## config.mk

```make
export PLATFORM = sky130hd
export DESIGN_NAME = avri_axis
export DESIGN_NICKNAME = d
export VERILOG_FILES = /design/src/rtl/avri_pkg.sv /design/src/rtl/avri_axis.sv
export SDC_FILE = /design/constraint.sdc
export NUM_CORES = 2
export LEC_CHECK = 0
export BUFFER_PORTS_ARGS = -buffer_cell sky130_fd_sc_hd__buf_2
export CAP_MARGIN = 40
export CORE_MARGIN = 5
export CORE_UTILIZATION = 66
export DETAILED_ROUTE_END_ITERATION = 16
export GPL_TIMING_DRIVEN = 0
export PLACE_DENSITY = 0.88
export SYNTH_ARGS = -nofsm -noshare
export SYNTH_HDL_FRONTEND = slang
export SYNTH_SLANG_ARGS = --single-unit
```

## constraint.sdc

```tcl
create_clock -name clock -period 7.2 [get_ports clock]
set_input_delay 0.36 -clock clock [delete_from_list [all_inputs] [get_ports clock]]
set_output_delay 0.36 -clock clock [all_outputs]
set_load 0.02 [all_outputs]
```

## src/rtl/avri_pkg.sv

```systemverilog
`default_nettype none

package avri_pkg;

   // Input coordinate width and fraction bits of the map coefficients
   localparam int COORD_BITS = 12;
   localparam int FRAC_BITS = 16;

   // Fixed field and register widths
   localparam int COEF_BITS = 32;
   localparam int EXT_BITS = 16;
   localparam int CSR_DATA_BITS = 64;
   localparam int EXTENTS_BITS = 3 * EXT_BITS;
   localparam int IDX_BITS = 36;
   localparam int ROW_BITS = 2 * EXT_BITS;
   localparam int LIN_BITS = ROW_BITS + EXT_BITS;

   // Derived arithmetic widths: product, three-term sum plus offset, rounded position
   localparam int PROD_BITS = COEF_BITS + COORD_BITS + 1;
   localparam int ACC_BITS = PROD_BITS + 2;
   localparam int POS_BITS = ACC_BITS - FRAC_BITS;
   localparam int CMP_BITS = ((POS_BITS > EXT_BITS) ? POS_BITS : EXT_BITS) + 1;

   // Fraction value of one half, the rounding tie point
   localparam logic [FRAC_BITS-1:0] HALF_UNIT = FRAC_BITS'(1) << (FRAC_BITS - 1);

   // Configuration register indexes
   localparam int CSR_IDX_BITS = 3;
   typedef enum logic [CSR_IDX_BITS-1:0] {
      CSR_MAP_X_LO   = 3'd0,
      CSR_MAP_X_HI   = 3'd1,
      CSR_MAP_Y_LO   = 3'd2,
      CSR_MAP_Y_HI   = 3'd3,
      CSR_MAP_Z_LO   = 3'd4,
      CSR_MAP_Z_HI   = 3'd5,
      CSR_EXTENTS    = 3'd6
   } csr_index_type;

   // Reset values: identity map, empty moving volume
   localparam logic [CSR_DATA_BITS-1:0] RST_MAP_X_LO = 64'h0000_0000_0001_0000;
   localparam logic [CSR_DATA_BITS-1:0] RST_MAP_X_HI = 64'h0000_0000_0000_0000;
   localparam logic [CSR_DATA_BITS-1:0] RST_MAP_Y_LO = 64'h0001_0000_0000_0000;
   localparam logic [CSR_DATA_BITS-1:0] RST_MAP_Y_HI = 64'h0000_0000_0000_0000;
   localparam logic [CSR_DATA_BITS-1:0] RST_MAP_Z_LO = 64'h0000_0000_0000_0000;
   localparam logic [CSR_DATA_BITS-1:0] RST_MAP_Z_HI = 64'h0000_0000_0001_0000;
   localparam logic [EXTENTS_BITS-1:0] RST_EXTENTS = '0;

   // One rounded axis position on its way to the index stages
   typedef struct packed {
      logic [EXT_BITS-1:0] pos;
      logic                in_range;
   } axis_pos_type;

endpackage

`default_nettype wire

```

## src/rtl/avri_axis.sv

```systemverilog
`default_nettype none

module avri_axis (
   input  wire logic                               clock,
   input  wire logic                               advance,
   input  wire logic [avri_pkg::COORD_BITS-1:0]    ref_x,
   input  wire logic [avri_pkg::COORD_BITS-1:0]    ref_y,
   input  wire logic [avri_pkg::COORD_BITS-1:0]    ref_z,
   input  wire logic [avri_pkg::CSR_DATA_BITS-1:0] row_lo,
   input  wire logic [avri_pkg::CSR_DATA_BITS-1:0] row_hi,
   input  wire logic [avri_pkg::EXT_BITS-1:0]      extent,
   output avri_pkg::axis_pos_type                  axis_out
);
   import avri_pkg::*;

   logic signed [PROD_BITS-1:0] prod_x_ff, prod_y_ff, prod_z_ff;
   logic signed [PROD_BITS-1:0] prod_x_in, prod_y_in, prod_z_in;
   logic signed [ACC_BITS-1:0]  acc;
   logic [POS_BITS-1:0]         floor_v;
   logic [FRAC_BITS-1:0]        frac;
   logic                        round_up;
   logic signed [POS_BITS-1:0]  rnd;
   logic signed [CMP_BITS-1:0]  rnd_w;
   logic [CMP_BITS-1:0]         ext_w;
   axis_pos_type                axis_ff, axis_in;

   // Multiply each coordinate by its signed coefficient
   always_comb begin
      prod_x_in = $signed(row_lo[COEF_BITS-1:0]) * $signed({1'b0, ref_x});
      prod_y_in = $signed(row_lo[2*COEF_BITS-1:COEF_BITS]) * $signed({1'b0, ref_y});
      prod_z_in = $signed(row_hi[COEF_BITS-1:0]) * $signed({1'b0, ref_z});
   end

   // Sum the products with the offset, round to nearest with ties to even, check bounds
   always_comb begin
      acc = ACC_BITS'(prod_x_ff) + ACC_BITS'(prod_y_ff) + ACC_BITS'(prod_z_ff)
          + ACC_BITS'($signed(row_hi[2*COEF_BITS-1:COEF_BITS]));
      floor_v = acc[ACC_BITS-1:FRAC_BITS];
      frac = acc[FRAC_BITS-1:0];
      round_up = (frac > HALF_UNIT) || ((frac == HALF_UNIT) && floor_v[0]);
      rnd = $signed(floor_v + {{(POS_BITS-1){1'b0}}, round_up});
      rnd_w = CMP_BITS'(rnd);
      ext_w = CMP_BITS'(extent);
      axis_in.pos = rnd_w[EXT_BITS-1:0];
      axis_in.in_range = !rnd_w[CMP_BITS-1] && (unsigned'(rnd_w) < ext_w);
   end

   // Advance both stages together
   always_ff @(posedge clock) begin
      if (advance) begin
         prod_x_ff <= prod_x_in;
         prod_y_ff <= prod_y_in;
         prod_z_ff <= prod_z_in;
         axis_ff <= axis_in;
      end
   end

   assign axis_out = axis_ff;

endmodule

`default_nettype wire

```

==> flow_summary.ini <==
[outcome]
outcome = finished clean

[worst_hold_path]
hold_path_stages = 1
path_class_of_the_lowest_slack_min_delay_path = in2reg

[yosys]
yosys_register_bits = 152
netlist.top_cell.by_area = fa_1
synth_enable_flop_cells = 152
fraction_of_the_yosys_area_taken_by_sequential_cells = 0.0925
postSynthCellCount = 5236
synth.most_common_cell = inv_1
postSynth.topFlopCell = edfxtp_1
async_reset_ff_frac = 0
syn_avg_cell_area_sq_um = 9.43
most_used_standard_cells_in_the_synthesized_netlist = inv_1, fa_1, nand2_1
yosys_warnings = 0
yosys.cell_types.count = 95
synth.net_count = 6883
syn-cell-area_sq_um = 49400
synth.top_cells.by_area = fa_1, edfxtp_1, ha_1
synth_top_area_frac = 0.448

[worst_setup_path]
worst-r2r-cell-count = 32
setup.worst_path.class = reg2reg
required_ns = 7.45
setup.worst_path.end_class = register
timing.critical_path.fanout_max = 4
timing.critical_path.slowest_cell_delay_ns = 0.51
cell_with_the_largest_stage_delay_on_the_worst_path = edfxtp_1
arrival_time_worst_endpoint_ns = 7.37
critical_path_depth = 32
cp.buffers_inverters = 2
cpLargestDelayFamily = compound AO/OA/AOI/OAI gates
timing.critical_path.from_type = register

[die]
die_height_um = 283
fp-row-count = 100
core_sq_um = 74300
die-width_um = 283
io_pins = 199
initial_core_util = 0.664
dieArea_sq_um = 80400

[detailed_routing]
num_vias = 37600
drt_first_pass_iters = 6
detail-route-antenna-nets = 0
routed_wire_length_per_instance_um = 19.7
detail_route.vias_per_cell = 5.83
drc = 0
detail_route.wirelength_mm = 127
detail_route.iter0.violations = 3052

[placement]
placedInstanceArea_sq_um = 51600
port_buffers = 198
dp_hpwl_mm = 110
gp_congestion = 0.977
total_instance_count_after_detailed_placement = 6405
place_worst_setup_slack_ns = -0.925

[clocking]
clk-insertion-delay-late_ns = 0.44
clock_tree.htree_level_count = 4
clkSinkCount = 152
clockRootBuffer = clkbuf_16
cts.clk_slew.worst_paths_ns = 0.08
cts-buffers-inserted = 17
cts.path.max_buffers = 2
tritoncts = done

[layout]
fin_cells = 6447
areaGrowthSynthToFinish_pct = 6.78
layout-drive-gt1-share = 0.0722
multiInputGateArea_sq_um = 39900
ff_latch_area_sq_um = 4560
fillerInstances = 5299
finalInstanceArea_sq_um = 52700
finish.net_count = 7106

[global_route]
grt_overflow_total = 0
grt_first_pass_wirelength_mm = 203
grt_util_all_layers = 0.316
grt_max_degree = 78
number_of_global_route_vias_before_repair = 40300
antenna_found_initial = 5

[sta]
fmax_mhz = 140
worst_slew_pin_slew_ns = 0.721
final-setup-viol-count = 0
min_period_ns = 7.12
slew_viol_final = 0
timing.slew.headroom = 0.519
hold_viol_final = 0
postLayoutSetupSlackWorst_ns = 0.0782
finalClockSkew_ns = 0.0130
rsz0062_at_grt = yes
total_negative_setup_slacks_ns = 0
post-route-period-util = 0.989

[run]
timing.max_cap.violations = 0
sequential cells by signal, summed over array words and instances, names as in the netlist:
signal / cells
axis_out: 17
prod_x_ff: 45
prod_y_ff: 45
prod_z_ff: 45
cells in the final DEF (no fill, tap or decap), drive strengths merged, types with 30 or more instances in the layout:
cell,Yosys,final
inv,1171,1180
fa,1105,1105
nand2,628,628
and2,621,621
ha,360,360
buf,4,225
clkbuf,217,217
edfxtp,152,152
a21oi,145,145
xnor2,116,116
nor2,97,97
a21o,96,96
o21ai,66,66
xor2,61,61
nand3,31,31
a211oi,30,30
logic make-up (layout without fill, tap and decap cells):
kind of cell	count (synthesis)	count (layout)	share of synthesized area
xor+xnor	177	177	0.0317
flops	152	152	0.0925
compound gates	508	508	0.0702
fa+ha+maj	1465	1465	0.539
other cells	0	6	0
buf+inv	1392	1628	0.106
simple gates	1535	1535	0.159
mux	7	7	0.00150
through the flow:
| step | util | hold WS (ns) |
|---|---|---|
| 6_report | 0.709 | 0.170 |
| 5_1_grt | 0.709 | 0.163 |
| 4_1_cts | 0.704 | 0.162 |
| 3_5_place_dp | 0.695 | 0.607 |
| 3_3_place_gp | 0.694 | 0.767 |
| 2_1_floorplan | - | 0.472 |
path summary, 6_finish.rpt:
path	startpoint	endpoint	slack, ns
max reg2reg	prod_y_ff[4]	axis_out[0]	0.08
min	advance	axis_out[1]	0.17
max	prod_y_ff[4]	axis_out[0]	0.08
min reg2reg	prod_z_ff[20]	axis_out[5]	1.33
layout make-up:
cell class | count | area share
multi-input cells | 3692 | 0.756
flip-flops and latches | 152 | 0.0866
inverters | 1171 | 0.0834
well taps | 969 | 0.0230
repair buffers | 217 | 0.0224
plain buffers | 208 | 0.0166
clock buffers | 17 | 0.00807
clock inverters | 15 | 0.00325
diodes | 6 | 0.000285
worst register-to-register path: cells and delay by family (launching register included):
family / cells / cell delay, ns
DFF: 1 / 0.51
buffers and inverters: 2 / 0.19
AOI/OAI and AO/OA: 14 / 2.44
xor gates and xnor gates: 2 / 0.45
adders and majority gates: 5 / 1.84
and+or+nand+nor: 9 / 1.51
timing repair:
action / CTS / global route
buffers inserted: 4 / 13
hold buffers: 0 / 0
cloned: 0 / 0
pin swaps: 8 / 39
gates resized for setup: 23 / 137
endpoints found under the setup margin: 8 / 15
metal layers:
metal  GRT usage  vias up  wire length, um
li1            -    16300                -
met1       0.409    19000            46400
met2       0.536     1896            62000
met3      0.0559      438            12000
met4       0.122        4             6330
met5           0        -               21
Power is left out: the tool's default activity adds up to more than one toggle a clock period on the data nets, which glitch-free logic cannot reach.
