==> src/rtl/avri_pkg.sv <==
`default_nettype none

package avri_pkg;

   // Input coordinate width and fraction bits of the map coefficients
   localparam int COORD_BITS = 12;
   localparam int FRAC_BITS = 16;

   // Fixed field and register widths
   localparam int COEF_BITS = 32;
   localparam int EXT_BITS = 16;
   localparam int CSR_DATA_BITS = 64;
   localparam int EXTENTS_BITS = 3 * EXT_BITS;
   localparam int IDX_BITS = 36;
   localparam int ROW_BITS = 2 * EXT_BITS;
   localparam int LIN_BITS = ROW_BITS + EXT_BITS;

   // Derived arithmetic widths: product, three-term sum plus offset, rounded position
   localparam int PROD_BITS = COEF_BITS + COORD_BITS + 1;
   localparam int ACC_BITS = PROD_BITS + 2;
   localparam int POS_BITS = ACC_BITS - FRAC_BITS;
   localparam int CMP_BITS = ((POS_BITS > EXT_BITS) ? POS_BITS : EXT_BITS) + 1;

   // Fraction value of one half, the rounding tie point
   localparam logic [FRAC_BITS-1:0] HALF_UNIT = FRAC_BITS'(1) << (FRAC_BITS - 1);

   // Configuration register indexes
   localparam int CSR_IDX_BITS = 3;
   typedef enum logic [CSR_IDX_BITS-1:0] {
      CSR_MAP_X_LO   = 3'd0,
      CSR_MAP_X_HI   = 3'd1,
      CSR_MAP_Y_LO   = 3'd2,
      CSR_MAP_Y_HI   = 3'd3,
      CSR_MAP_Z_LO   = 3'd4,
      CSR_MAP_Z_HI   = 3'd5,
      CSR_EXTENTS    = 3'd6
   } csr_index_type;

   // Reset values: identity map, empty moving volume
   localparam logic [CSR_DATA_BITS-1:0] RST_MAP_X_LO = 64'h0000_0000_0001_0000;
   localparam logic [CSR_DATA_BITS-1:0] RST_MAP_X_HI = 64'h0000_0000_0000_0000;
   localparam logic [CSR_DATA_BITS-1:0] RST_MAP_Y_LO = 64'h0001_0000_0000_0000;
   localparam logic [CSR_DATA_BITS-1:0] RST_MAP_Y_HI = 64'h0000_0000_0000_0000;
   localparam logic [CSR_DATA_BITS-1:0] RST_MAP_Z_LO = 64'h0000_0000_0000_0000;
   localparam logic [CSR_DATA_BITS-1:0] RST_MAP_Z_HI = 64'h0000_0000_0001_0000;
   localparam logic [EXTENTS_BITS-1:0] RST_EXTENTS = '0;

   // One rounded axis position on its way to the index stages
   typedef struct packed {
      logic [EXT_BITS-1:0] pos;
      logic                in_range;
   } axis_pos_type;

endpackage

`default_nettype wire

==> src/rtl/avri_index.sv <==
`default_nettype none

module avri_index (
   input  wire logic                          clock,
   input  wire logic                          advance,
   input  wire avri_pkg::axis_pos_type        pos_x,
   input  wire avri_pkg::axis_pos_type        pos_y,
   input  wire avri_pkg::axis_pos_type        pos_z,
   input  wire logic [avri_pkg::EXT_BITS-1:0] extent_x,
   input  wire logic [avri_pkg::EXT_BITS-1:0] extent_y,
   output logic [avri_pkg::IDX_BITS-1:0]      moving_index,
   output logic                               in_bounds
);
   import avri_pkg::*;

   logic [ROW_BITS-1:0] row_ff, row_in;
   logic [EXT_BITS-1:0] col_ff;
   logic                inside_ff, inside_in;
   logic [LIN_BITS-1:0] lin;
   logic [IDX_BITS-1:0] index_ff, index_in;
   logic                bounds_ff;

   // Row offset: slice times rows plus row
   always_comb begin
      inside_in = pos_x.in_range && pos_y.in_range && pos_z.in_range;
      row_in = ROW_BITS'(pos_z.pos) * ROW_BITS'(extent_y) + ROW_BITS'(pos_y.pos);
   end

   // Linear index: row offset times columns plus column, zero when outside
   always_comb begin
      lin = LIN_BITS'(row_ff) * LIN_BITS'(extent_x) + LIN_BITS'(col_ff);
      index_in = inside_ff ? lin[IDX_BITS-1:0] : '0;
   end

   always_ff @(posedge clock) begin
      if (advance) begin
         row_ff <= row_in;
         col_ff <= pos_x.pos;
         inside_ff <= inside_in;
         index_ff <= index_in;
         bounds_ff <= inside_ff;
      end
   end

   assign moving_index = index_ff;
   assign in_bounds = bounds_ff;

endmodule

`default_nettype wire

==> config.mk <==
export PLATFORM = sky130hd
export DESIGN_NAME = avri_index
export DESIGN_NICKNAME = d
export VERILOG_FILES = /design/src/rtl/avri_pkg.sv /design/src/rtl/avri_index.sv
export SDC_FILE = /design/constraint.sdc
export NUM_CORES = 2
export LEC_CHECK = 0
export ABC_AREA = 1
export BUFFER_PORTS_ARGS = -buffer_cell sky130_fd_sc_hd__buf_2
export CAP_MARGIN = 10
export CORE_MARGIN = 5
export CORE_UTILIZATION = 55
export DETAILED_ROUTE_END_ITERATION = 8
export PLACE_DENSITY_LB_ADDON = 0.3
export SLEW_MARGIN = 10
export SYNTH_ARGS = -nofsm -noshare
export SYNTH_HDL_FRONTEND = slang
export SYNTH_SLANG_ARGS = --single-unit
==> constraint.sdc <==
create_clock -name clock -period 16.42 [get_ports clock]
set_input_delay 2.463 -clock clock [delete_from_list [all_inputs] [get_ports clock]]
set_output_delay 2.463 -clock clock [all_outputs]
set_load 0.005 [all_outputs]
==> flow_summary.json <==
{
  "post_cts_buffers": 0,
  "regToRegSetupSlack_ns": 10.23,
  "grt_util_met2_pct": 43.1,
  "drive_above_1_share_pct": 4.99,
  "grtUsageMet1_pct": 33.6,
  "cpMostUsedCell": "fa_1",
  "grt.busiest_layer": "met2",
  "worst_pin_slew_ns": 1.10,
  "endpoint_kind": "register",
  "relSlewSlack_pct": 26.4,
  "clk_pin_slew_worst_paths_ns": 0.07,
  "timing.critical_path.cells": "buf_2 -> nand2_1 -> fa_1 -> fa_1 -> fa_1 -> fa_1 -> inv_1 -> fa_1 -> inv_1 -> fa_1 -> inv_1 -> ha_1 -> nand2_1 -> nor2_1 -> and2_1 -> nand2_1 -> nand2_2 -> nand3_1 -> nand2_1 -> nand3_1 -> nand2_1 -> nor2_1",
  "maxSlewViolCount": 0,
  "via_per_inst": 5.05,
  "path_buf_inv": 4,
  "clock-sinks": 86,
  "cpLargestDelayFamily": "adder cells",
  "finish.utilization_pct": 58.0,
  "hold_path_class": "register to register",
  "slowest_stage": "fa_1",
  "clk_latency_ns": 0.37,
  "finalCritPeriodShare_pct": 49.0,
  "cp.arrival_ns": 8.15,
  "ant_nets": 0,
  "place_hpwl_um": 53000,
  "cts_root_buf": "clkbuf_16",
  "outcome": "finished, final reports clean",
  "crit_cells": 22,
  "antenna_found_initial": 2,
  "post-route-min-period_ns": 8.04,
  "io_pins": 122,
  "rr_startpoint": "row_ff[10]",
  "synth.cell_area_um2": 27300,
  "critical_path.max_stage_delay_ns": 0.58,
  "synth.avg_cell_area_um2": 7.81,
  "vias": 20900,
  "grt_max_degree": 87,
  "synth_edf_count": 86,
  "postCtsHoldBufs": 0,
  "placed_cell_area_um2": 28100,
  "nets": 4325,
  "ys_seq_elements": 86,
  "skew_ns": 0.0214,
  "synth-seq-area-share_pct": 9.47,
  "fin_setup_tns_ns": 0,
  "ys_warn_count": 0,
  "grt_pass1_vias": 22200,
  "synth_cells": 3491,
  "required_ns": 16.54,
  "cts_buffers": 9,
  "async_reset_ff_share_pct": 0,
  "fmax_mhz": 124,
  "drc": 0,
  "setup_violations": 0,
  "drv_cap": 0,
  "io_buffers": 121,
  "die_w_um": 233,
  "gp_congestion": 0.944,
  "drt_iter0_drc": 1431,
  "grt_usage_pct": 25.0,
  "wirelength_um": 63600,
  "syn_nets": 4354,
  "rows": 81,
  "placeableCoreArea_um2": 49000,
  "critPathKind": "input port to register",
  "post_cts_resized": 0,
  "initial_core_util_pct": 55.7,
  "hold_violations": 0,
  "worst_r2r_endpoint": "moving_index[35]",
  "firstDrtPassIters": 6,
  "dieArea_um2": 54100,
  "startpoint_type": "input port",
  "reg2reg_depth": 21,
  "grt_pass1_wl_um": 109000,
  "wire_per_inst_um": 15.4,
  "synth_flop_cell": "edfxtp_1",
  "endpoint": "moving_index[35]",
  "use_met3_pct": 3.40,
  "clk_path_buf_depth": 2,
  "rsz0062_at_grt": "false",
  "tritoncts": "done",
  "die_height_um": 233,
  "syn2layout_area_growth_pct": 4.17,
  "synth.distinct_cells": 46,
  "h-tree-depth": 3,
  "hold_ws_ns": 0.642,
  "final_cell_area_um2": 28400,
  "cp-startpoint": "extent_x[1]",
  "path_max_fanout": 32,
  "grt-ovfl-total": 0
}
Yosys cell counts, types with 3 or more instances:
cell type	n	area, µm²
a21oi_1	89	445
edfxtp_1	86	2580
buf_1	7	26.3
o21ai_1	11	55.1
o21ai_0	33	165
a21o_1	7	52.6
nand3b_1	4	30.0
ha_1	197	2460
xnor2_1	9	78.8
nor4_1	3	18.8
nand3_1	59	295
nand2_1	918	3450
o21a_1	9	67.6
nand4_1	11	68.8
o21ai_2	3	26.3
nand2_2	10	62.6
clkbuf_1	146	548
nor3_1	11	55.1
inv_1	1133	4250
buf_2	10	50.1
xor2_1	18	158
a21oi_2	3	26.3
fa_1	581	11600
inv_2	8	30.0
o21bai_1	6	45.0
a31oi_1	3	18.8
nor2_1	91	342
worst min-delay path, delay by kind of cell, from the launching register on:
family	cells	cell delay, ns
AND/OR/NAND/NOR	1	0.05
adder cells (fa/ha/maj)	1	0.13
buffers and inverters	1	0.04
flip-flops	1	0.33
state kept, by name (all words and copies together), names as in the netlist:
name	count
in_bounds	1
row_ff	32
col_ff	16
moving_index	36
inside_ff	1
layout make-up:
class	count	area, µm²
timing repair buffer	123	623
fill	4601	20500
tap	664	831
sequential	86	2580
multi-input combinational	2099	19800
clock inverter	7	78.8
inverter	1143	4290
clock buffer	9	225
antenna	1	2.50
metal layers:
| metal | vias to the layer above | share of wire, % |
|---|---|---|
| met5 | - | 0.017 |
| met4 | 2 | 2.8 |
| met3 | 116 | 6.8 |
| met2 | 691 | 50 |
| met1 | 10300 | 41 |
| li1 | 9725 | - |
through the flow:
step,setup slack (ns),instances
after floorplan,8.70,3491
after global placement,8.16,4115
after detailed placement,8.12,4115
after CTS,8.48,4131
after global routing,8.10,4132
final,8.38,4132
layout by cell type (no fill, tap or decap), types with 3 or more instances in the layout:
cell type,Yosys,layout
xnor2_1,9,9
o21ai_2,3,3
o21a_1,9,9
clkbuf_16,0,9
nand2_1,918,918
inv_2,8,8
nor4_1,3,3
fa_1,581,581
inv_1,1133,1133
xor2_1,18,18
nand3b_1,4,4
nor3_1,11,11
a21oi_1,89,89
a31oi_1,3,3
clkinv_1,2,3
o21ai_0,33,33
o21ai_1,11,11
nand4_1,11,11
a21o_1,7,7
nand3_1,59,59
nand2_2,10,10
o21bai_1,6,6
a21oi_2,3,3
edfxtp_1,86,86
buf_4,0,3
ha_1,197,197
nor2_1,91,91
buf_2,10,120
how the worst min path moves through the flow:
stage | from | end | slack (ns) | cells after the start
6_report | col_ff[0] | moving_index[0] | 0.64 | 3
4_1_cts | col_ff[0] | moving_index[0] | 0.66 | 3
3_3_place_gp | col_ff[0] | moving_index[0] | 0.63 | 3
2_1_floorplan | inside_ff | in_bounds | 0.42 | 0
3_5_place_dp | col_ff[0] | moving_index[0] | 0.64 | 3
5_1_grt | col_ff[0] | moving_index[0] | 0.69 | 3
cell families (layout without fill, tap and decap cells):
family | after synthesis | count (layout) | synth area share, %
other | 0 | 1 | 0
AOI/OAI and AO/OA | 177 | 177 | 3.80
buffers and inverters | 1306 | 1282 | 18.0
adders and majority gates | 778 | 778 | 51.7
xor gates and xnor gates | 28 | 28 | 0.927
DFF | 86 | 86 | 9.47
and+or+nand+nor | 1116 | 1116 | 16.1
Power is left out: the tool's default activity adds up to more than one toggle a clock period on the data nets, which glitch-free logic cannot reach.
